==> config.mk <==
export PLATFORM = sky130hd
export DESIGN_NAME = macc_regs
export DESIGN_NICKNAME = d
export VERILOG_FILES = /design/src/rtl/mac_activation_code_cipher_assert.svh /design/src/rtl/macc_pkg.sv /design/src/rtl/macc_regs.sv
export SDC_FILE = /design/constraint.sdc
export NUM_CORES = 1
export LEC_CHECK = 0
export ABC_AREA = 1
export BUFFER_PORTS_ARGS = -buffer_cell sky130_fd_sc_hd__buf_2
export CAP_MARGIN = 30
export CORE_MARGIN = 2
export CORE_UTILIZATION = 35
export CTS_BUF_LIST = sky130_fd_sc_hd__clkbuf_4
export DETAILED_ROUTE_END_ITERATION = 16
export GPL_ROUTABILITY_DRIVEN = 0
export GPL_TIMING_DRIVEN = 0
export PLACE_DENSITY_LB_ADDON = 0.25
export SLEW_MARGIN = 10
export SYNTH_ARGS = -nofsm -noshare
export SYNTH_HDL_FRONTEND = slang
export SYNTH_SLANG_ARGS = --single-unit
==> constraint.sdc <==
create_clock -name clk -period 1.1 [get_ports clk]
set_input_delay 0.11 -clock clk [delete_from_list [all_inputs] [get_ports clk]]
set_output_delay 0.11 -clock clk [all_outputs]
set_load 0.02 [all_outputs]
==> src/rtl/mac_activation_code_cipher_assert.svh <==
// Assertion macros used by the top level of the activation code cipher.
`ifndef MAC_ACTIVATION_CODE_CIPHER_ASSERT_SVH
`define MAC_ACTIVATION_CODE_CIPHER_ASSERT_SVH

// Same-cycle implication, disabled while reset is high.
`define MACC_ASSERT_IMPLY(label, clk, rst, ante, cons, msg) \
  label: assert property (@(posedge clk) disable iff (rst) (ante) |-> (cons)) \
    else $error(msg);

// Next-cycle implication, disabled while reset is high.
`define MACC_ASSERT_NEXT(label, clk, rst, ante, cons, msg) \
  label: assert property (@(posedge clk) disable iff (rst) (ante) |=> (cons)) \
    else $error(msg);

`endif

==> src/rtl/macc_pkg.sv <==
// Shared types, constants and constant functions of the activation code cipher.
`default_nettype none

package macc_pkg;

  // Default number of Feistel rounds.
  localparam int ROUND_COUNT_DEF = 32;

  // Round constant and block framing bytes.
  localparam logic [31:0] DELTA       = 32'h9E3779B9;
  localparam logic [7:0]  FRAME_TOP    = 8'hAB;
  localparam logic [7:0]  FRAME_BOTTOM = 8'hCD;

  // Bit position of the key index in the second half round.
  localparam int KEY_SHIFT = 11;

  // Key register file.
  localparam int KEY_COUNT = 4;
  localparam int ADDR_W    = 4;
  localparam logic [KEY_COUNT-1:0][31:0] KEY_RESET = {32'd200, 32'd100, 32'd7, 32'd5};

  // Entries of the queue between front and back; a power of two.
  localparam int QUEUE_DEPTH = 4;
  localparam int QPTR_W      = $clog2(QUEUE_DEPTH);

  typedef logic [KEY_COUNT-1:0][31:0] key_set_t;

  // One input word: twelve ASCII characters.
  typedef struct packed {
    logic [47:0] mac_chars_high;
    logic [47:0] mac_chars_low;
  } macc_in_t;

  // One result word.
  typedef struct packed {
    logic        code_valid;
    logic [31:0] activation_code;
  } macc_out_t;

  // A decoded block on its way through the rounds.
  typedef struct packed {
    logic        ok;
    logic [31:0] y;
    logic [31:0] z;
  } macc_block_t;

  // Running sum after the given number of delta additions.
  function automatic logic [31:0] round_sum(input int steps);
    logic [63:0] prod;
    prod = 64'(steps) * 64'(DELTA);
    return prod[31:0];
  endfunction

endpackage

`default_nettype wire

==> src/rtl/macc_regs.sv <==
// Key register file behind the APB-style configuration port.
`default_nettype none

module macc_regs (
  input  wire logic                          clk,
  input  wire logic                          rst,
  input  wire logic                          psel,
  input  wire logic                          penable,
  input  wire logic                          pwrite,
  input  wire logic [macc_pkg::ADDR_W-1:0]   paddr,
  input  wire logic [31:0]                   pwdata,
  output logic      [31:0]                   prdata,
  output logic                               pready,
  output macc_pkg::key_set_t                 key
);

  logic [1:0] key_sel;

  assign key_sel = paddr[3:2];
  assign pready  = 1'b1;

  // Write on the access cycle; the word address picks the key.
  always_ff @(posedge clk) begin
    if (rst) begin
      key <= macc_pkg::KEY_RESET;
    end else if (psel && penable && pwrite) begin
      key[key_sel] <= pwdata;
    end
  end

  // Read data follows the address.
  assign prdata = key[key_sel];

endmodule

`default_nettype wire

# Yosys cells after proc, flatten, opt, wreduce, memory -nomap -nowiden
# Cells that the tools add are included.
word_totals:
  register_bits: 128
  wordCells: 14
  inputBits: 41
classes:
  order_cmp: 2
  muxes: 5
  n_reduce_logical: 3
op_table:
  columns: ["cell", "count"]
  rows:
  - ["bitwise mux 128 bit", 1]
  - ["binary-select mux 32 bit (select 2 bit)", 1]
  - ["demux 32 bit (select 2 bit)", 1]
  - ["two-way mux 32 bit", 2]
  - ["logical AND 1 bit", 3]
  - ["< comparator 2 x 3 -> 1 bit, second input constant", 1]
  - ["greater-or-equal comparator 2 x 1 -> 1 bit, second input constant", 1]

# Depth between registers and ports, before layout
logic_depth:
  word_depth: 5
  depth_mapped: 7

# Worst setup path after synthesis
# OpenSTA, ideal clock, no wires.
synth_timing:
  kind: "input port to output port"
  from: "input paddr[3] in the netlist's numbering"
  to: "output prdata[0]"
  required_ns: 0.990
  path_buffers: 1
  slack_ns: 0.118
  arrival_ns: 0.872
  path_stages: 4
  path_cell_list: "nor2_2 > clkbuf_1 > nand2_1 > nand4_1"
synth_via:
  elab_chain_cells: 2
synth_rtl:
  columns: ["item", "line_no", "text"]
  rows:
  - ["start, declared", "macc_regs.sv:10", "input wire logic [macc_pkg::ADDR_W-1:0] paddr,"]
  - ["binary-select mux 32 bit (select 2 bit)", "macc_regs.sv:32", "assign prdata = key[key_sel];"]
  - ["two-way mux 32 bit (not written as such)", "macc_regs.sv:32", null]
  - ["end, declared", "macc_regs.sv:12", "output logic [31:0] prdata,"]
# No other way between the ends. The select of a mux whose other input is x is not followed.

# Worst setup path in the final report
layout_timing:
  from: "register key[86] in the netlist's numbering"
  to: "output prdata[22]"
layout_via:
  elab_chain_cells: 2
layout_rtl:
  columns: ["item", "line_no", "text"]
  rows:
  - ["start, declared", "macc_regs.sv:14", "output macc_pkg::key_set_t key"]
  - ["start signal, assigned", "macc_regs.sv:25", "key <= macc_pkg::KEY_RESET;"]
  - ["start signal, assigned by index", "macc_regs.sv:27", "key[key_sel] <= pwdata;"]
  - ["binary-select mux 32 bit (select 2 bit)", "macc_regs.sv:32", null]
  - ["two-way mux 32 bit (not written as such)", "macc_regs.sv:32", null]
# No other way between the ends. The select of a mux whose other input is x is not followed.

==> out/metrics.cfg <==
[status]
outcome = finished, violations left
failed_checks = negative setup slack

[grt]
grt_max_degree = 17
grt.overflow.total = 0
grt_busiest_layer = met2
grtUsageMet1_pct = 37.6
grt_pass1_wl_mm = 39.4
track_usage_pct = 29.3
grt_use_met3_pct = 5.59
gr-usage-met2_pct = 48.4
antenna_found_initial = 3
grt_pass1_vias = 6995

[timing]
holdWs_ns = 0.0484
final-setup-viol-count = 160
fin_ws_ns = -0.345
worst_slew_pin_slew_ns = 0.728
post-route-period-util_pct = 131
rsz0062_at_grt = true
finalCriticalPeriod_ns = 1.44
slew_violations = 0
slew_headroom_pct = 51.5
hold_viol_final = 0
max_freq_mhz = 692
finalClockSkew_ns = 0

[detailed_routing]
drc = 0
wirelength_mm = 27.2
drtIter0Drc = 619
wl_per_cell_um = 17.8
antenna_left = 0
vias_per_cell = 5.02
via_count = 7671
dr.pass1.iters = 5

[power_and_ir_drop]
vdd_drop_max_mv = 0.584
p_leak_nw = 4.84
cellPowerDensity_mw_per_mm2 = 928

[clocking]
clk_pin_slew_ns = 0.12
h-tree-depth = 4
cts_buffer_depth = 2
numCtsBuffers = 17
clock_latency_ns = 0.59
cts_sinks = 128
cts_tree = built
root_buffer = clkbuf_4

[synth]
async_flop_share_pct = 0
synth_cell_types = 15
synth-seq-area-share_pct = 43.6
synth_top_cell_by_area = dfxtp_1
syn_inst = 909
ys.flop_type = dfxtp_1
synth_edf_count = 0
ys_ff_latch = 128
syn_area_per_cell_um2 = 6.46
synthesis.nets = 950
synth_area_mm2 = 0.00587
netlist_top_cells_area = dfxtp_1 (44%), nand2_1 (18%), nor2_1 (15%), nand3_1 (11%), nand4_1 (3.4%)
ys_top_cells_by_count = nand2_1 (276), nor2_1 (235), nand3_1 (129), dfxtp_1 (128)
synth.top_cell.area_share_pct = 43.6
synth_warnings = 0
yosysMostFrequentCell = nand2_1

[place]
io_buffers = 198
dpl.hpwl_mm = 16.1
placed_area_mm2 = 0.00714

[critical_path]
arrival_ns = 1.33
critPathBufInv = 1
worst-path-max-fanout = 2
crit_slowest_cell = dfxtp_2
crit_chain = nand2_1 > nand4_1 > buf_4
cp-end-kind = output port
crit_path_start_kind = flip-flop
cp_top_family = flip-flops
cp_data_required_time_ns = 0.99
critPathKind = flip-flop to output port
slowest_delay_ns = 0.35

[floorplan]
ios = 202
die_h_um = 134
rows = 47
core_mm2 = 0.0165
fp.dieW_um = 134
start_util_pct = 35.7
die_area_mm2 = 0.0178

[final_layout]
syn2layout_area_growth_pct = 73.2
nNetsFinal = 1332
fin_area_mm2 = 0.0102
multi_input_area_mm2 = 0.00287
nFillCells = 1444
largest_reg_flops = 128
reg_top3 = key (128)
seqCellArea_mm2 = 0.00274
drive_gt1_share_pct = 42.3
regMostFlops = key

[worst_hold_path]
hp-class = input port to flip-flop

[flow_run]
maxCapViolCount = 0

kinds of logic (layout without fill, tap and decap cells):
group	Yosys count	after routing	synth area share (%)
flip-flops	128	128	43.6
AND/OR/NAND/NOR	679	679	48.1
other	1	4	0.0638
buffers and inverters	101	496	8.26
cells in the final DEF (no fill, tap or decap), types with 28 or more instances in the layout:
master           n
buf_6          229
dfxtp_2        122
buf_4           73
clkbuf_4        28
nand2_1        266
inv_1           34
nand4_1         32
nor2_1         235
buf_2           66
nand3_1        129
dlygate4sd3_1   38
cell type report:
cell class | count | area share (%)
tap | 220 | 2.71
buffer | 64 | 3.68
clock inverter | 11 | 0.480
clock buffer | 21 | 1.55
sequential | 128 | 26.9
timing repair buffer | 363 | 35.1
multi-input combinational | 680 | 28.2
antenna | 3 | 0.0738
inverter | 37 | 1.36
per-stage QoR:
stage | setup TNS (ns) | power (W) | setup WS [ns] | cells | utilization, %
finish | -28.16 | 0.00945 | -0.345 | 1527 | 61.8
floorplan | 0 | 0.00571 | 0.118 | 909 | -
detailed placement | -55.07 | 0.00626 | -0.712 | 1327 | 43.4
CTS | -27.13 | 0.00927 | -0.340 | 1463 | 57.1
global route | -35.03 | 0.00980 | -0.399 | 1526 | 61.8
global placement | -54.21 | 0.00626 | -0.715 | 1327 | 43.4
metal layers:
| metal | vias up | part of all wire (%) |
|---|---|---|
| met5 | - | 0 |
| met4 | 0 | 2.7 |
| met3 | 67 | 7.4 |
| met2 | 365 | 48 |
| met1 | 3615 | 42 |
| li1 | 3624 | - |
worst min-delay path: cells and delay by family:
family,cells,cell delay [ns]
buffers and inverters,1,0.17
AND/OR/NAND/NOR,4,0.32
what timing repair did:
item                                   in CTS  in global routing
setup buffers                              66                 69
endpoints found under the hold margin     128                  0
gates resized for setup                   455                 98
hold buffers                               38                  0
pin swaps                                  26                 13
setup endpoints to repair                 160                200
power by group:
part	switching [W]	internal [W]	total, W
logic	0.00108	0.000791	0.00187
registers	0.0000951	0.00474	0.00484
clock network	0.00181	0.000929	0.00274
total	0.00299	0.00646	0.00945
final timing paths:
check | start | endpoint | slack, ns | depth (start not counted)
max | key[86] | prdata[22] | -0.34 | 3
min | paddr[3] | key[34] | 0.05 | 5
max reg2reg | key[110] | key[110] | 0.28 | 4
min reg2reg | key[103] | key[103] | 0.50 | 2
Power figures use the tool's default switching activity.
