===== src/rtl/mac_activation_code_cipher_assert.svh =====
// Assertion macros used by the top level of the activation code cipher.
`ifndef MAC_ACTIVATION_CODE_CIPHER_ASSERT_SVH
`define MAC_ACTIVATION_CODE_CIPHER_ASSERT_SVH

// Same-cycle implication, disabled while reset is high.
`define MACC_ASSERT_IMPLY(label, clk, rst, ante, cons, msg) \
  label: assert property (@(posedge clk) disable iff (rst) (ante) |-> (cons)) \
    else $error(msg);

// Next-cycle implication, disabled while reset is high.
`define MACC_ASSERT_NEXT(label, clk, rst, ante, cons, msg) \
  label: assert property (@(posedge clk) disable iff (rst) (ante) |=> (cons)) \
    else $error(msg);

`endif


===== src/rtl/macc_pkg.sv =====
// Shared types, constants and constant functions of the activation code cipher.
`default_nettype none

package macc_pkg;

  // Default number of Feistel rounds.
  localparam int ROUND_COUNT_DEF = 32;

  // Round constant and block framing bytes.
  localparam logic [31:0] DELTA       = 32'h9E3779B9;
  localparam logic [7:0]  FRAME_TOP    = 8'hAB;
  localparam logic [7:0]  FRAME_BOTTOM = 8'hCD;

  // Bit position of the key index in the second half round.
  localparam int KEY_SHIFT = 11;

  // Key register file.
  localparam int KEY_COUNT = 4;
  localparam int ADDR_W    = 4;
  localparam logic [KEY_COUNT-1:0][31:0] KEY_RESET = {32'd200, 32'd100, 32'd7, 32'd5};

  // Entries of the queue between front and back; a power of two.
  localparam int QUEUE_DEPTH = 4;
  localparam int QPTR_W      = $clog2(QUEUE_DEPTH);

  typedef logic [KEY_COUNT-1:0][31:0] key_set_t;

  // One input word: twelve ASCII characters.
  typedef struct packed {
    logic [47:0] mac_chars_high;
    logic [47:0] mac_chars_low;
  } macc_in_t;

  // One result word.
  typedef struct packed {
    logic        code_valid;
    logic [31:0] activation_code;
  } macc_out_t;

  // A decoded block on its way through the rounds.
  typedef struct packed {
    logic        ok;
    logic [31:0] y;
    logic [31:0] z;
  } macc_block_t;

  // Running sum after the given number of delta additions.
  function automatic logic [31:0] round_sum(input int steps);
    logic [63:0] prod;
    prod = 64'(steps) * 64'(DELTA);
    return prod[31:0];
  endfunction

endpackage

`default_nettype wire


===== src/rtl/macc_front.sv =====
// Front part: takes input words, checks and decodes the characters, frames the block.
`default_nettype none

module macc_front (
  input  wire logic                  clk,
  input  wire logic                  rst,
  input  wire logic                  push,
  input  wire macc_pkg::macc_in_t    item,
  output logic                       full,
  output logic                       q_push,
  output macc_pkg::macc_block_t      q_item,
  input  wire logic                  q_full
);

  logic [11:0]      char_ok;
  logic [11:0][3:0] nib;
  logic [95:0]      text;
  logic             hold_valid;
  macc_pkg::macc_block_t blk;

  // Hex character to nibble; letters of either case share the low bits.
  function automatic logic [4:0] decode_char(input logic [7:0] c);
    logic is_digit;
    logic is_letter;
    is_digit  = (c >= 8'h30) && (c <= 8'h39);
    is_letter = ((c >= 8'h61) && (c <= 8'h66)) || ((c >= 8'h41) && (c <= 8'h46));
    if (is_digit) begin
      return {1'b1, c[3:0]};
    end else if (is_letter) begin
      return {1'b1, c[3:0] + 4'd9};
    end else begin
      return 5'd0;
    end
  endfunction

  assign text = {item.mac_chars_high, item.mac_chars_low};

  // Decode all twelve characters side by side.
  always_comb begin
    for (int p = 0; p < 12; p++) begin
      {char_ok[p], nib[p]} = decode_char(text[95 - 8*p -: 8]);
    end
  end

  // Frame the six bytes between the top and bottom marks.
  always_comb begin
    blk.ok = &char_ok;
    blk.y  = {macc_pkg::FRAME_TOP, nib[0], nib[1], nib[2], nib[3], nib[4], nib[5]};
    blk.z  = {nib[6], nib[7], nib[8], nib[9], nib[10], nib[11], macc_pkg::FRAME_BOTTOM};
  end

  // One holding register; it drains into the queue whenever the queue has room.
  assign full   = hold_valid && q_full;
  assign q_push = hold_valid && !q_full;

  always_ff @(posedge clk) begin
    if (rst) begin
      hold_valid <= 1'b0;
    end else if (push && !full) begin
      hold_valid <= 1'b1;
    end else if (!q_full) begin
      hold_valid <= 1'b0;
    end
  end

  always_ff @(posedge clk) begin
    if (push && !full) begin
      q_item <= blk;
    end
  end

endmodule

`default_nettype wire


===== config.mk =====
export PLATFORM = sky130hd
export DESIGN_NAME = macc_front
export DESIGN_NICKNAME = d
export VERILOG_FILES = /design/src/rtl/mac_activation_code_cipher_assert.svh /design/src/rtl/macc_pkg.sv /design/src/rtl/macc_front.sv
export SDC_FILE = /design/constraint.sdc
export NUM_CORES = 1
export LEC_CHECK = 0
export ABC_AREA = 1
export BUFFER_PORTS_ARGS = -buffer_cell sky130_fd_sc_hd__clkbuf_2
export CORE_ASPECT_RATIO = 1.25
export CORE_UTILIZATION = 48
export CTS_CLUSTER_SIZE = 28
export DETAILED_ROUTE_END_ITERATION = 16
export GPL_ROUTABILITY_DRIVEN = 0
export MAX_ROUTING_LAYER = met4
export PLACE_DENSITY = 0.81
export SYNTH_ARGS = -nofsm -noshare
export SYNTH_HDL_FRONTEND = slang
export SYNTH_SLANG_ARGS = --single-unit

===== constraint.sdc =====
create_clock -name clk -period 4 [get_ports clk]
set_input_delay 0.6 -clock clk [delete_from_list [all_inputs] [get_ports clk]]
set_output_delay 0.6 -clock clk [all_outputs]
set_load 0.02 [all_outputs]

# Yosys cells after proc, flatten, opt, wreduce, memory -nomap -nowiden
# Index checks and enable logic that the tools add are counted.
# word_totals
reg_bits,50
latch_bits,0
ramBits,0
rom_bits,0
in_bits,100
output_inout_bits,67
word_cells,169
mem_count,0
# classes
add_sub_neg,12
mul,0
div,0
order_cmp,72
eq_ne,1
shift,0
n_mux,26
bitwise_logic,0
reduce_logical,54
# ops
operator,count
$ge 8x7->1 const B,24
$le 8x7->1 const B,24
$mux 5,24
$ge 8x6->1 const B,12
$le 8x6->1 const B,12
$add 4x4->4 const B,12
$logic_and 1x1->1,39
$logic_or 1x1->1,12
$reduce_and 12->1,1
$logic_not 1->1,2
$mux 1,2
$ne 2x1->1 const B,1

# Logic depth before layout (Yosys ltp)
# logic_depth
ltp_word,6
depth_mapped,12
depth_no_buf,12

# Least setup slack after synthesis
# OpenSTA, ideal clock, no wires.
# synth_path
path_type,input-to-reg
from,in q_full
to,"reg q_item[10] (netlist bit), enable pin"
setup_ns,0.456
t_arrival_ns,2.858
t_required_ns,3.544
slack_ns,0.686
stages,3
n_path_buf,0
cell_sequence,nand2_1 > inv_1 > nor2_1
# synth_via
elab_chain_cells,3
# synth_lines
element,line_no,source
start: declaration,macc_front.sv:12,input wire logic q_full
$logic_and 1x1->1,macc_front.sv:53,assign full = hold_valid && q_full;
named net full,macc_front.sv:9,"output logic full,"
$logic_not 1->1,macc_front.sv:67,if (push && !full) begin
$logic_and 1x1->1,macc_front.sv:67,
end signal: assignment,macc_front.sv:68,q_item <= blk;
end: declaration,macc_front.sv:11,"output macc_pkg::macc_block_t q_item,"
# The timed path passes the listed nets, and every way through them passes these cells.
# A chain may end at the register's enable or synchronous reset.

# Worst setup path in the final report
# layout_path
from,in q_full
to,"reg q_item[14] (netlist bit), enable pin"
# layout_via
elab_chain_cells,3
# layout_lines
element,line_no
$logic_and 1x1->1,macc_front.sv:53
$logic_not 1->1,macc_front.sv:67
$logic_and 1x1->1,macc_front.sv:67
# Every way passes these cells.

==> metrics.cfg <==
[setup_path]
worstPathRequired_ps=3960
arrival_ps=1840
crit_family=buffers and inverters
cp_slowest_stage_delay_ps=530
worst_setup_path_start_kind=primary input
worst-path-buf-inv=3
cp_max_fo=26
slowest_stage=nor2_4
worstSetupPathType=primary input to register
cp-end-kind=register
crit_path_cell_trace=clkbuf_2 > nand2_1 > inv_1 > nor2_4 > buf_4

[floorplan]
chipHeight_um=99.86
die_area_um2=8017
initial_core_util_pct=49.69
placeableCoreArea_um2=7401
die_x_um=80.29
io_pins=167
rows=35

[logic_synthesis]
synth_edf_count=49
yosysUniqueCellTypes=23
yosysWarnings=0
synthFlopType=edfxtp_1
synth_most_common_cell=nand2_1
syn-instance-count=440
synthTopCellsByArea=edfxtp_1, ha_1, nand2_1, inv_1, o21ai_0
synth_seq_cells=50
synth.cell_area_um2=3677
async_reset_ff_share_pct=0
synth_common_cells=nand2_1, inv_1, edfxtp_1
syn-mean-instance-area_um2=8.357
post-synth-top-area-cell=edfxtp_1
seq_area_frac_synth_pct=40.56
synth.top_cell.area_share_pct=40.01

[sta]
fin_crit_sh_pct=46.83
finalSetupViolations=0
slew_violations=0
slew_headroom_pct=54.69
tightest_slew_ps=678.0
hold_viol=0
fmax_mhz=533.9
setup_tns_ps=0
rsz0062_at_grt=false
min_period_ps=1873
fin_ws_ps=2127
finalClockSkew_ps=10.13

[worst_hold_path]
hp-class=primary input to register

[route]
wl_per_cell_um=12.00
drt_wl_total_um=8265
ant_nets=0
routed_via_density=5.019
drt_iter0_drc=216
drc=0
dr.pass1.iters=4
vias=3458

[place]
dpl.hpwl_um=6986
post-place-ws_ps=1810
io_buffers=150

[grt]
grt_overflow_total=0
busiest_layer=met2
antenna_found_initial=0
track_usage_pct=21.09
met1_usage_pct=22.16
grt_max_degree=27
met3_usage_pct=5.364
grt_pass1_wl_um=12970
grt_pass1_vias=3233
grt_use_met2_pct=37.80

[layout]
fillCellCount=633
n_antenna_cell=0
layout.nets=732
drive_above_1_share_pct=33.50
area_growth_pct=24.29

[power]
p_leak_uw=0.002362
finalPower_uw=1184
power.density_nw_per_um2=259.0
vdd_drop_max_v=0.0001434

[clocking]
clk_latency_ps=300
cts_tree=yes
root_buffer=clkbuf_8
clock_sinks=50
htree_levels=2
cts_buffers=5
cts_resized=0
postCtsSetupBuffers=0
clkSlewWorstSetupHoldPaths_ps=90
clk_path_buf_depth=2
hold_buffers=0

[outcome]
status=finished clean

[flow_run]
drv_cap=0

-- cell type report --
class                   count  area [um^2]  area share (%)
repair buffers            151        758.2           16.59
clock inverters             3        11.26          0.2464
well taps                  92        115.1           2.518
clock buffers               5        68.82           1.506
flip-flops and latches     50         1491           32.63
inverters                  72        270.3           5.913
multi-input cells         316         1856           40.60
-- state kept, by name, summed over array words and instances (netlist names) --
register	cells
q_item	49
hold_valid	1
-- report_power, final --
group	internal, uW	switching [uW]	total, uW
registers	609	9.12	618
logic	102	189	291
clock network	117	157	274
-- per-stage QoR --
step | cells | instance area (um^2) | util [%] | hold WS, ps
finish | 689 | 4571 | 61.76 | 442.4
global placement | 681 | 4491 | 60.68 | 459.0
floorplan | 454 | 3730 | - | 447.8
global route | 689 | 4571 | 61.76 | 434.9
CTS | 689 | 4571 | 61.76 | 440.0
detailed placement | 681 | 4491 | 60.68 | 485.7
-- worst paths after layout --
path	cells past startpoint	slack (ps)	from	endpoint
max	5	2130	q_full	q_item[14]$_DFFE_PP_
min	2	440	rst	hold_valid$_SDFFE_PP0P_
max reg2reg	4	2200	hold_valid$_SDFFE_PP0P_	q_item[14]$_DFFE_PP_
min reg2reg	2	490	hold_valid$_SDFFE_PP0P_	hold_valid$_SDFFE_PP0P_
-- cells in the final DEF (no fill, tap or decap) --
cell type  instances
nand3b_1           1
nor3_2             9
o21ai_1            7
clkbuf_8           5
o21ai_0           40
nand3_2            6
dfxtp_1            1
nor2_1            20
o22ai_1            8
ha_1              36
nor3_1             4
nand3_1           37
clkbuf_2         150
inv_2              9
clkinv_1           3
or2_1              1
xnor2_1            8
nand4_1            9
a21oi_1            5
nor2_4             1
nand2_1           89
conb_1            16
nor2_2            13
inv_1             63
buf_4              1
nand2_2            6
edfxtp_1          49
-- kinds of logic after synthesis --
family                     Yosys count  synth area share [%]
DFF                                 50                 40.56
AOI/OAI and AO/OA                   60                 8.438
buffers and inverters               88                 10.62
adders and majority gates           36                 12.25
and+or+nand+nor                    196                 26.03
xor gates and xnor gates             8                 1.905
other                                2                0.2042
-- metal layers --
layer / wire (um) / vias up
met5: 0 / -
met4: 150 / 0
met3: 716 / 15
met2: 4290 / 152
met1: 3108 / 1547
li1: - / 1744
Note: power is estimated with default switching activity, not from simulation.
