==> config.mk <==
export PLATFORM = sky130hd
export DESIGN_NAME = macc_queue
export DESIGN_NICKNAME = d
export VERILOG_FILES = /design/src/rtl/mac_activation_code_cipher_assert.svh /design/src/rtl/macc_pkg.sv /design/src/rtl/macc_queue.sv
export SDC_FILE = /design/constraint.sdc
export NUM_CORES = 1
export LEC_CHECK = 0
export BUFFER_PORTS_ARGS = -buffer_cell sky130_fd_sc_hd__buf_2
export CAP_MARGIN = 0
export CORE_MARGIN = 5
export CORE_UTILIZATION = 53
export CTS_BUF_LIST = sky130_fd_sc_hd__clkbuf_2 sky130_fd_sc_hd__clkbuf_4 sky130_fd_sc_hd__clkbuf_8
export DETAILED_ROUTE_END_ITERATION = 16
export PLACE_DENSITY = 0.89
export SLEW_MARGIN = 20
export SYNTH_ARGS = -nofsm -noshare
export SYNTH_HDL_FRONTEND = slang
export SYNTH_SLANG_ARGS = --single-unit
export TNS_END_PERCENT = 10
==> constraint.sdc <==
create_clock -name clk -period 2.7 [get_ports clk]
set_clock_uncertainty 0.15 [all_clocks]
set_input_delay 0.405 -clock clk [delete_from_list [all_inputs] [get_ports clk]]
set_output_delay 0.405 -clock clk [all_outputs]
set_load 0.03 [all_outputs]
==> src/rtl/mac_activation_code_cipher_assert.svh <==
// Assertion macros used by the top level of the activation code cipher.
`ifndef MAC_ACTIVATION_CODE_CIPHER_ASSERT_SVH
`define MAC_ACTIVATION_CODE_CIPHER_ASSERT_SVH

// Same-cycle implication, disabled while reset is high.
`define MACC_ASSERT_IMPLY(label, clk, rst, ante, cons, msg) \
  label: assert property (@(posedge clk) disable iff (rst) (ante) |-> (cons)) \
    else $error(msg);

// Next-cycle implication, disabled while reset is high.
`define MACC_ASSERT_NEXT(label, clk, rst, ante, cons, msg) \
  label: assert property (@(posedge clk) disable iff (rst) (ante) |=> (cons)) \
    else $error(msg);

`endif

==> src/rtl/macc_pkg.sv <==
// Shared types, constants and constant functions of the activation code cipher.
`default_nettype none

package macc_pkg;

  // Default number of Feistel rounds.
  localparam int ROUND_COUNT_DEF = 32;

  // Round constant and block framing bytes.
  localparam logic [31:0] DELTA       = 32'h9E3779B9;
  localparam logic [7:0]  FRAME_TOP    = 8'hAB;
  localparam logic [7:0]  FRAME_BOTTOM = 8'hCD;

  // Bit position of the key index in the second half round.
  localparam int KEY_SHIFT = 11;

  // Key register file.
  localparam int KEY_COUNT = 4;
  localparam int ADDR_W    = 4;
  localparam logic [KEY_COUNT-1:0][31:0] KEY_RESET = {32'd200, 32'd100, 32'd7, 32'd5};

  // Entries of the queue between front and back; a power of two.
  localparam int QUEUE_DEPTH = 4;
  localparam int QPTR_W      = $clog2(QUEUE_DEPTH);

  typedef logic [KEY_COUNT-1:0][31:0] key_set_t;

  // One input word: twelve ASCII characters.
  typedef struct packed {
    logic [47:0] mac_chars_high;
    logic [47:0] mac_chars_low;
  } macc_in_t;

  // One result word.
  typedef struct packed {
    logic        code_valid;
    logic [31:0] activation_code;
  } macc_out_t;

  // A decoded block on its way through the rounds.
  typedef struct packed {
    logic        ok;
    logic [31:0] y;
    logic [31:0] z;
  } macc_block_t;

  // Running sum after the given number of delta additions.
  function automatic logic [31:0] round_sum(input int steps);
    logic [63:0] prod;
    prod = 64'(steps) * 64'(DELTA);
    return prod[31:0];
  endfunction

endpackage

`default_nettype wire

==> src/rtl/macc_queue.sv <==
// Short flop queue that decouples the front part from the round pipeline.
`default_nettype none

module macc_queue (
  input  wire logic                  clk,
  input  wire logic                  rst,
  input  wire logic                  wr_en,
  input  wire macc_pkg::macc_block_t wr_item,
  output logic                       q_full,
  input  wire logic                  rd_en,
  output macc_pkg::macc_block_t      rd_item,
  output logic                       q_empty
);

  macc_pkg::macc_block_t          slots [macc_pkg::QUEUE_DEPTH];
  logic [macc_pkg::QPTR_W-1:0]    wr_ptr;
  logic [macc_pkg::QPTR_W-1:0]    rd_ptr;
  logic [macc_pkg::QPTR_W:0]      count;

  assign q_full  = (count == (macc_pkg::QPTR_W + 1)'(macc_pkg::QUEUE_DEPTH));
  assign q_empty = (count == '0);
  assign rd_item = slots[rd_ptr];

  // Pointers and fill count.
  always_ff @(posedge clk) begin
    if (rst) begin
      wr_ptr <= '0;
      rd_ptr <= '0;
      count  <= '0;
    end else begin
      if (wr_en) begin
        wr_ptr <= wr_ptr + 1'b1;
      end
      if (rd_en) begin
        rd_ptr <= rd_ptr + 1'b1;
      end
      case ({wr_en, rd_en})
        2'b10:   count <= count + 1'b1;
        2'b01:   count <= count - 1'b1;
        default: count <= count;
      endcase
    end
  end

  // Storage.
  always_ff @(posedge clk) begin
    if (wr_en) begin
      slots[wr_ptr] <= wr_item;
    end
  end

endmodule

`default_nettype wire

## After elaboration in Yosys (flattened, before gate mapping)

Memory sizes are Yosys's and may differ from the RTL's. A register that Yosys moved wholly into a read port is not among the register bits.
Index checks and enable logic that the tools add are counted.

| word-level totals | value |
|---|---|
| output and inout bits | 67 |
| memory bits (writable) | 260 |
| word-level logic and storage cells | 18 |
| flip-flop bits (word level) | 7 |
| memories | 1 |

| operators by class | value |
|---|---|
| eq/ne operators | 3 |
| multiplexer cells | 5 |
| $add $sub $neg | 4 |
| reduce and logical (&&, ||, !) cells | 2 |

Memory list:

| name | words | bits a word | read ports | clocked after Yosys merged registers in | wr ports | line | source |
|---|---|---|---|---|---|---|---|
| slots | 4 | 65 | 1 | 1 | 1 | macc_queue.sv:15 | `macc_pkg::macc_block_t slots [macc_pkg::QUEUE_DEPTH];` |

Operators by type and width:

| cell | number |
|---|---|
| case mux 3 bit (2 select lines) | 1 |
| adder 2 x 1 -> 2 bit (second input constant) | 2 |
| two-way mux 2 bit | 2 |
| adder 3 x 1 -> 3 bit (second input constant) | 1 |
| equality test 3 bit (second input constant) | 1 |
| zero test 3 bit | 1 |
| subtractor 3 x 1 -> 3 bit (second input constant) | 1 |
| equality test 2 x 1 -> 1 bit (second input constant) | 1 |
| equality test 2 bit (second input constant) | 1 |
| two-way mux 1 bit | 2 |
| nonzero test 2 bit | 1 |

## Logic depth before layout (Yosys ltp)

Gate-level depths: netlist (run 1).

| logic depth | value |
|---|---|
| word-level depth | 3 |
| mapped depth | 7 |
| gate-level depth less buffers | 7 |

## Worst setup path before layout (run 1)

Ideal clock, no wire load.

| timing path | value |
|---|---|
| kind | register -> register |
| from | reg wr_ptr[0] (netlist bit) |
| to | mem slots[0][0] (netlist bit) (enable) |
| data arrival time | 2.070 ns |
| setup slack | 0.050 ns |
| path buffers | 0 |
| required time | 2.120 ns |
| stages on the path, launching flop included | 4 |
| cell sequence | dfxtp_1 inv_1 ha_1 and2_1 |

RTL lines:

| element | line | source |
|---|---|---|
| start: declaration | macc_queue.sv:16 | `logic [macc_pkg::QPTR_W-1:0] wr_ptr;` |
| start signal: assignment | macc_queue.sv:32 | `wr_ptr <= wr_ptr + 1'b1;` |
| end: declaration | macc_queue.sv:15 |  |

No word-level cell before the write port.

==> results of run 1 <==
==> logic make-up after synthesis <==
logic type | count (synthesis) | synth area share
fa+ha+maj | 6 | 0.008377
xor+xnor | 5 | 0.004443
buf+inv | 21 | 0.01815
simple gates | 16 | 0.007742
compound gates | 3 | 0.001523
flops | 269 | 0.8103
mux | 66 | 0.1495
==> flip-flops by register name, summed over array words and instances (netlist names), named ones only <==
signal	cells
slots	260
count	3
rd_ptr	2
wr_ptr	2
==> power by group through the flow <==
stage               sequential [uW]  clock [uW]  combinational (uW)
floorplan                      4920           0                 803
global placement               4930           0                1110
detailed placement             4950           0                1130
CTS                            4850        3270                1230
global route                   4860        3470                1290
finish                         4850        3180                1210
==> layer usage <==
layer,vias up,GRT usage
met3,25,0.05051
li1,2131,-
met4,0,0.05786
met5,-,0
met2,171,0.3228
met1,2460,0.2114
==> path summary, 6_finish.rpt <==
| path | start | to | slack [ns] | cells past startpoint |
|---|---|---|---|---|
| worst max register to register | wr_ptr[0] | slots[2][2] | 0.83 | 4 |
| worst max-delay path | register | rd_item[16] | 0.20 | 3 |
| worst min-delay path | rd_en | rd_ptr[0] | 0.08 | 3 |
| worst min register to register | count[2] | count[2] | 0.38 | 2 |
==> layout make-up <==
type	instances	area [um2]	share of cell area
Clock buffer	54	686.9	0.05583
Clock inverter	19	103.9	0.008441
Inverter	6	22.52	0.001831
Multi-Input combinational cell	96	1702	0.1383
Sequential cell	269	7995	0.6499
Tap cell	229	286.5	0.02329
Timing Repair Buffer	211	1506	0.1224
==> critical path, cell delays in order, from the launching register on <==
cell and delay, ns:
dfxtp_4 0.40, buf_12 0.24, mux4_2 0.57, buf_2 0.20
==> placed cells by master, fill, tap and decap left out, drive strengths merged <==
cell type | Yosys | routed
a21oi | 2 | 2
and2 | 4 | 4
and3 | 1 | 1
buf | 13 | 145
bufinv | 0 | 1
clkbuf | 2 | 54
clkinv | 0 | 18
dfxtp | 9 | 9
dlygate4sd3 | 0 | 66
edfxtp | 260 | 260
fa | 1 | 1
ha | 5 | 5
inv | 6 | 6
mux2i | 1 | 1
mux4 | 65 | 65
nand2 | 1 | 1
nor2 | 8 | 8
nor3 | 1 | 1
o21ai | 1 | 1
or3 | 1 | 1
xnor2 | 2 | 2
xor2 | 3 | 3
==> metrics by stage <==
stage	area [um2]	total power, uW
after floorplan	9858	5723
after CTS	12300	9343
after global routing	12300	9626
final	12300	9247
after detailed placement	10830	6074
after global placement	10830	6032
==> timing repair <==
action	4_1_cts	5_1_grt
hold endpoints to repair	268	0
setup buffers	2	0
endpoints found under the setup margin	21	0
hold buffers	66	0
gates resized for setup	1	0
==> results.md, run 1 <==
- Status: finished clean
- Hold Fails Final Rpt: 0
- GR Overflow Total: 0
- Synth async-reset ratio: 0
- Final WS setup: about 0.20 ns
- TNS Setup: 0 ns
- Worst-Margin Slew: 0.4884 ns
- DR DRC count: 0
- Buffers on Ports: between 100 and 150
- 1st-pass router iterations: 4
- Gr usage total: 0.1801
- CP max FO: 26
- Initial antenna violation count: 0
- Worst Setup End Kind: output port
- # rows: between 40 and 50
- CTS tree: done
- RSZ-0062 raised after global routing: false
- Sequential cell area fraction in the yosys report: 0.8103
- Fin crit share: 0.9256
- Switching Power: about 2200 uW
- Max_cap viols: 0
- Inst Count DP: 743
- Netlist Area Pre-Place: approximately 10000 um2
- Lkg Pwr: ~0.0043 uW
- Routed len/inst: 21.34 um
- WL met2: a little over 10000 um
- Core footprint: roughly 18000 um2
- Clk sink count: roughly 270
- Later-pin clock latency in the skew report: between 0.5 and 0.6 ns
- Top Ports: between 100 and 150
- DR iter-0 viols: about 240
- M1 WL: roughly 7000 um
- Avg Cell Area, Syn: roughly 26 um2
- Routed vias: 4787
- Root buffer cell: clkbuf_8
- Worst EP arrival: between 1.5 and 2 ns
- Final setup fails: 0
- Nets: between 700 and 800
- Clk pwr share: 0.344
- Power per Cell Area: 751.6 nW/um2
- Die width: around 150 um
- Final Non-Filler Cells: ~880
- Combinational share of power: 0.131
- Slew Viols, Final: 0
- Data required time at the worst endpoint: 2.14 ns
- Worst relative slew slack: 0.6744
- Seq pwr share: 0.525
- Post-Synthesis Cells: between 300 and 400
- Int Power: roughly 7000 uW
- Maximum VDD drop: between 0.5 and 0.6 mV
- Clk pin slew, worst setup/hold paths: 0.06 ns
- Cts bufs inserted: 43
- Die Height: 146.4 um
- Largest net degree at the start of global routing: about 40
- Clk buf depth: 3
- Layout cell share with drive strength beyond 1: 0.4214
- Met3 WL: roughly 1200 um
- Final GP Congestion: between 0.7 and 0.8
- Pre-CTS WS: ~0.54 ns
- Die area: 21430 um2
- Starting Density: 0.5432
- Sw frac: 0.2401
- Share of the synthesized area in the top cell type: 0.7920
- Top post-synthesis cells by count: 260 x edfxtp_1, 65 x mux4_2, 9 x dfxtp_1
- Synth area leaders: edfxtp_1 79%, mux4_2 15%, dfxtp_1 1.8%, buf_12 1.0%, ha_1 0.63%
- Post-DP HPWL: 10900 um
- Syn_nets: about 460
- Clock period minus worst slack: roughly 2.5 ns
- Fmax: roughly 0.4 GHz
- Vias in the first global route: ~5.5k
- Area growth syn-to-layout: 24.80%
- Yosys top cell by area: edfxtp_1
- Top layer in use: met4
- Antenna cells: 0
- Ys Warns: 0
- Synthesis-stage register bit count: between 200 and 300
- Post-synth EDFFs: 260
- HP Class: input port to register
- Top-count cell post-synth: edfxtp_1
- Ys flop type: edfxtp_1
- Startpoint Class: register
- H-tree Lvls: 2
- Via-to-Cell Ratio: ~5.4
- Crit Path Category: register to output port
- Final core occ: 0.6780
- Fillcell total: 1115
- Fin Hold WS: around 0.082 ns
- Yosys cell types: 22
- First-pass GRT wire length: slightly below 30000 um
- Total Wirelength: ~19000 um
- Antenna Violating Nets Remaining: 0
(Power assumes the default switching activity.)
==> inputs of run 2 (changes only) <==
PLACE_DENSITY = 0.81   (was 0.89)
==> results.md, run 2 (synthesis results as in run 1) <==
- Status: finished clean
- CTS tree: done
- CP delay by family, top: multiplexers
- Fmax: 0.3936 GHz (-1.6%)
- Hold Fails Final Rpt: 0 (unchanged)
- Clk sink count: 269 (unchanged)
- Post-DP HPWL: 11170 um (+2.5%)
- Worst Setup End Kind: output port
- Inst Count DP: 748 (+0.67%)
- DR DRC count: 0 (unchanged)
- Slowest stage delay, CP: 0.58 ns (about the same)
- TNS Setup: 0 ns (unchanged)
- Cts bufs inserted: 42 (-2.3%)
- Sw frac: 0.2417 (+0.001549)
- Most frequent cells in the layout: 260 x edfxtp_1, 135 x buf_2, 67 x dlygate4sd3_1
- Antenna Violating Nets Remaining: 0 (unchanged)
- Final Non-Filler Cells: 889 (+0.57%)
- Die Height: 146.4 um (unchanged)
- Final WS setup: 0.1593 ns (-0.04148 ns)
- CP max FO: 35 (+35%)
- Slew Viols, Final: 0 (unchanged)
- Gr usage total: 0.1785 (-0.001643)
- Root buffer cell: clkbuf_8
- Worst relative slew slack: 0.7296 (+0.05519)
- Clock period minus worst slack: 2.541 ns (+0.04148 ns)
- 1st-pass router iterations: 4 (unchanged)
- Worst EP arrival: 1.99 ns (+0.05 ns)
- Max reg flops: 260 (unchanged)
- Reg2reg path depth: 4 (unchanged)
- Die area: 21430 um2 (unchanged)
- Initial antenna violation count: 1 (+1)
- Combinational share of power: 0.131 (about the same)
- FF-to-FF Start: wr_ptr[0]
- Register area: 7995 um2 (unchanged)
- Max_cap viols: 0 (unchanged)
- Routed len/inst: 20.75 um (-2.8%)
- Critical R2R Capture: slots[2][22]
- Largest net degree at the start of global routing: 40 (-2.4%)
- Pre-CTS WS: 0.6400 ns (+0.1008 ns)
- Top reg by flops: slots
- Clk pwr share: 0.342 (-0.002)
- CP Buf/Inv Count: 2 (unchanged)
- Area growth syn-to-layout: 25.00%
- Routed vias: 4785 (-0.042%)
- GR Overflow Total: 0 (unchanged)
- DR iter-0 viols: 260 (+7.9%)
- Worst hold start: rd_en
- Worst-Margin Slew: 0.4057 ns (-0.08279 ns)
- Buffers on Ports: 135 (unchanged)
- Seq pwr share: 0.527 (+0.002)
- HP Class: input port to register
- Worst Hold End: rd_ptr[0]
- Maximum VDD drop: 0.5575 mV (+0.20%)
- Via-to-Cell Ratio: 5.382 (-0.60%)
- First-pass GRT wire length: 29670 um (-0.32%)
- Data required time at the worst endpoint: 2.14 ns (about the same)
- Core footprint: 18150 um2 (unchanged)
- Power per Cell Area: 747.1 nW/um2 (-0.60%)
- Lkg Pwr: 0.004268 uW (+0.35%)
- Switching Power: 2225 uW (+0.20%)
- CP cell instances: buf_12 -> mux4_2 -> buf_2
- Later-pin clock latency in the skew report: 0.53 ns (about the same)
- Total Wirelength: 18450 um (-2.2%)
- Clk pin slew, worst setup/hold paths: 0.06 ns (about the same)
- Vias in the first global route: 5385 (-2.2%)
- H-tree Lvls: 2 (unchanged)
- Int Power: 6982 uW (-0.64%)
- Nets: 705 (+0.43%)
- RSZ-0062 raised after global routing: false
- Final GP Congestion: 0.7015 (-5.2%)
- Slowest cell on the critical path: mux4_2
- Fillcell total: 1130 (+1.3%)
- Crit Path Category: register to output port
- Fin crit share: 0.9410 (+0.01536)
- Largest regs: slots (260), count (3)
- Layout cell share with drive strength beyond 1: 0.4340 (+0.01262)
- Clk buf depth: 3 (unchanged)
- Die width: 146.4 um (unchanged)
- Startpoint Class: register
- FF-to-FF setup slack: 0.87 ns (+0.04 ns)
- Starting Density: 0.5432 (unchanged)
- Top Ports: 136 (unchanged)
- Worst hold path depth: 3 (unchanged)
- Area occupied by multi-input gates: 1702 um2 (unchanged)
- Final setup fails: 0 (unchanged)
- Commonest non-fill, non-tap cell in the layout: edfxtp_1
- # rows: 49 (unchanged)
## run 2: cell count changes in the layout (fill, tap and decap cells not counted), sizes merged
cell	before	now
clkbuf	54	60
diode	0	1
inv	6	8
bufinv	1	0
clkinvlp	0	2
dlygate4sd3	66	67
clkinv	18	9
buf	145	148
## run 2: worst reg2reg max path, cell delays in order (launching register included)
cell and delay [ns]:
dfxtp_1 0.35, inv_1 0.10, ha_1 0.15, and2_4 0.40
buf_4 0.35
## run 2: final cells by class
cell class                 instances  share of cell area
sequential                       269              0.6488
multi-input combinational         96              0.1381
timing repair buffer             215              0.1243
clock buffer                      60             0.05787
tap                              229             0.02325
clock inverter                    13            0.005686
inverter                           6            0.001828
antenna                            1           0.0002031
## run 2: how the worst max path moves through the flow
stage          depth (start not counted)  slack, ns  startpoint     endpoint
2_1_floorplan                          3       0.05   wr_ptr[0]  slots[0][0]
3_3_place_gp                           8       0.68       wr_en     count[2]
3_5_place_dp                           8       0.64       wr_en     count[2]
4_1_cts                                3       0.09    register  rd_item[30]
5_1_grt                                3       0.06    register  rd_item[27]
6_report                               3       0.16    register  rd_item[30]
## run 2: power by group through the flow
stage / Sequential (uW) / Clock [uW] / Combinational (uW)
after CTS: 4860 / 3220 / 1220
final: 4860 / 3150 / 1210
after global placement: 4920 / 0 / 1120
after global routing: 4870 / 3440 / 1290
after floorplan: 4920 / 0 / 803
after detailed placement: 4940 / 0 / 1140
## run 2: routing by layer
metal  wire length, um  vias up  GRT usage
li1                  -     2130          -
met2              9718      150     0.3093
met5                 0        -          0
met4               287        0    0.04610
met3              1097       25    0.04989
met1              7341     2480     0.2248
## run 2: repair_timing
item	in CTS	in global routing
hold endpoints to repair	268	0
gates resized for setup	0	0
buffers inserted	0	0
hold buffers	67	0
## run 2: metrics by stage
stage / cell area [um2] / hold slack (ns) / util / total power, uW
floorplan: 9858 / 0.3169 / - / 5723
global placement: 10870 / 0.3275 / 0.5988 / 6045
detailed placement: 10870 / 0.3543 / 0.5988 / 6086
CTS: 12320 / 0.01690 / 0.6789 / 9304
global route: 12320 / 0.04861 / 0.6791 / 9600
finish: 12320 / 0.04971 / 0.6791 / 9207
==> inputs of run 3 (changes only) <==
ABC_AREA = 1   (was unset)
CORE_UTILIZATION = 54   (was 53)
PLACE_DENSITY = 0.82   (was 0.81)
==> results.md, run 3 <==
- Power per Cell Area: 727.0 nW/um2 (-2.7%)
- Commonest non-fill, non-tap cell in the layout: edfxtp_1
- Antenna Violating Nets Remaining: 0 (unchanged)
- Yosys top cell by area: edfxtp_1
- Status: finished clean
- Die area: 22160 um2 (+3.4%)
- Clk sink count: 269 (unchanged)
- Vias in the first global route: 6627 (+23%)
- Area growth syn-to-layout: 23.59%
- Via-to-Cell Ratio: 5.474 (+1.7%)
- Max_cap viols: 0 (unchanged)
- Syn_nets: 762 (+65%)
- Maximum VDD drop: 0.4963 mV (-11%)
- Top reg by flops: slots
- DR DRC count: 0 (unchanged)
- RSZ-0062 raised after global routing: false
- Top-count cell post-synth: edfxtp_1
- Final setup fails: 0 (unchanged)
- Post-CTS Setup Bufs: 0 (unchanged)
- Sequential cell area fraction in the yosys report: 0.7671 (-0.04313)
- Clk pin slew, worst setup/hold paths: 0.06 ns (about the same)
- Buffers on Ports: 135 (unchanged)
- 1st-pass router iterations: 4 (unchanged)
- Top Ports: 136 (unchanged)
- Final Non-Filler Cells: 1200 (+35%)
- Ys Warns: 0 (unchanged)
- Worst Setup End Kind: output port
- Die Height: 148.9 um (+1.7%)
- Hold Fails Final Rpt: 0 (unchanged)
- Nets: 982 (+39%)
- Cts bufs inserted: 43 (+2.4%)
- GR Overflow Total: 0 (unchanged)
- Clk buf depth: 3 (unchanged)
- TNS Setup: 0 ns (unchanged)
- Share of the synthesized area in the top cell type: 0.7498 (-0.04216)
- Max reg flops: 260 (unchanged)
- Most frequent cells in the layout: 260 x edfxtp_1, 135 x buf_2, 108 x nor2_1
- Post-DP HPWL: 12130 um (+8.6%)
- Root buffer cell: clkbuf_8
- HP Class: input port to register
- Total Wirelength: 22730 um (+23%)
- Inst Count DP: 1056 (+41%)
- Later-pin clock latency in the skew report: 0.52 ns (about the same)
- Final GP Congestion: 0.7271 (+3.6%)
- Synthesis-stage register bit count: 269 (unchanged)
- Clock period minus worst slack: 2.616 ns (+0.07539 ns)
- CTS tree: done
- H-tree Lvls: 2 (unchanged)
- Gr usage total: 0.1986 (+0.02010)
- Worst EP arrival: 2.06 ns (+0.07 ns)
- Netlist Area Pre-Place: 10410 um2 (+5.6%)
- Fmax: 0.3823 GHz (-2.9%)
- Yosys cell types: 26 (+18%)
- Fillcell total: 1229 (+8.8%)
- Starting Density: 0.5530 (+0.009727)
- Avg Cell Area, Syn: 15.16 um2 (-41%)
- Die width: 148.9 um (+1.7%)
- Synth async-reset ratio: 0 (unchanged)
- Lkg Pwr: 0.004584 uW (+7.4%)
- Core footprint: 18830 um2 (+3.8%)
- Data required time at the worst endpoint: 2.14 ns (about the same)
- Placed instance area: 11350 um2 (+4.4%)
- Startpoint Class: register
- Fin crit share: 0.9689 (+0.02792)
- Largest regs: slots (260), count (3)
- Layout cell share with drive strength beyond 1: 0.2967 (-0.1373)
- Routed vias: 6569 (+37%)
- Ys flop type: edfxtp_1
- Initial antenna violation count: 3 (+2)
- DR iter-0 viols: 507 (+95%)
- Final instance area: 12870 um2 (+4.4%)
- Crit Path Category: register to output port
- Worst-Margin Slew: 0.5867 ns (+0.1810 ns)
- Post-synth EDFFs: 260 (unchanged)
- Slew Viols, Final: 0 (unchanged)
- CP max FO: 45 (+29%)
- Largest net degree at the start of global routing: 131 (+230%)
- Top post-synthesis cells by count: 260 x edfxtp_1, 108 x nor2_1, 96 x o21ai_0
- Worst relative slew slack: 0.6089 (-0.1207)
- Routed len/inst: 18.94 um (-8.7%)
- Synth area leaders: edfxtp_1 75%, o21ai_0 4.6%, nor2_1 3.9%, o22ai_1 2.7%, o22ai_2 2.4%
- # rows: 50 (+2.0%)
- First-pass GRT wire length: 34610 um (+17%)
- Post-Synthesis Cells: 687 (+78%)
==> run 3: metal layers <==
metal  global-route usage  share of wire  vias up  wire length [um]
met4              0.07826          0.027        0               603
met2               0.3403           0.51      289             11530
met1               0.2514           0.39     3201              8903
li1                     -              -     3030                 -
met5                    0              0        -                 0
met3              0.03889          0.075       49              1700
==> run 3: worst paths after layout <==
path | from | end | slack (ns) | depth (start not counted)
worst max-delay path | register | rd_item[33] | 0.08 | 4
worst min-delay path | rst | count[2] | 0.09 | 4
worst max register to register | wr_ptr[1] | slots[1][6] | 0.80 | 5
worst min register to register | rd_ptr[1] | register | 0.31 | 1
==> run 3: logic make-up (layout without fill, tap and decap cells) <==
logic type | after synthesis | in the layout | share of synthesized area
fa+ha+maj | 6 | 6 | 0.007931
other cells | 0 | 3 | 0
simple gates | 146 | 146 | 0.06885
compound gates | 206 | 206 | 0.1206
buf+inv | 60 | 310 | 0.03545
flops | 269 | 269 | 0.7671
==> run 3: per-stage QoR <==
| step | worst slack, ns | total power (uW) | hold slack, ns | util |
|---|---|---|---|---|
| after floorplan | 0.2792 | 5650 | 0.2616 | - |
| after global placement | 0.6664 | 5987 | 0.2688 | 0.6026 |
| after detailed placement | 0.6528 | 6013 | 0.3031 | 0.6026 |
| after CTS | 0.07121 | 9392 | 0.05502 | 0.6811 |
| after global routing | 0.01475 | 9740 | 0.09540 | 0.6834 |
| final | 0.08394 | 9356 | 0.08755 | 0.6834 |
==> run 3: power breakdown <==
group          switching [uW]  total, uW  leakage, uW  internal, uW
clock                    1480       3330     0.000441          1860
combinational             822       1200      0.00168           382
sequential               48.4       4820      0.00246          4770
==> run 3: area by class of cell <==
| class | instances | area, um2 | share of cell area |
|---|---|---|---|
| multi-input combinational | 358 | 2056 | 0.1597 |
| antenna | 3 | 7.507 | 0.0005834 |
| sequential | 269 | 7993 | 0.6211 |
| inverter | 18 | 80.08 | 0.006223 |
| clock inverter | 13 | 87.58 | 0.006806 |
| tap | 260 | 325.3 | 0.02528 |
| clock buffer | 62 | 740.7 | 0.05756 |
| timing repair buffer | 217 | 1579 | 0.1227 |
==> run 3: worst max-delay path, stage by stage (launching register included) <==
cell and delay, ns:
dfxtp_2 0.34, buf_4 0.41, o21ai_0 0.24, o22ai_1 0.26
buf_2 0.24
==> run 3: timing repair <==
action                     4_1_cts  5_1_grt
gates resized for setup          0        2
hold buffers                    65        0
setup endpoints to repair        0       11
hold endpoints to repair       260        0
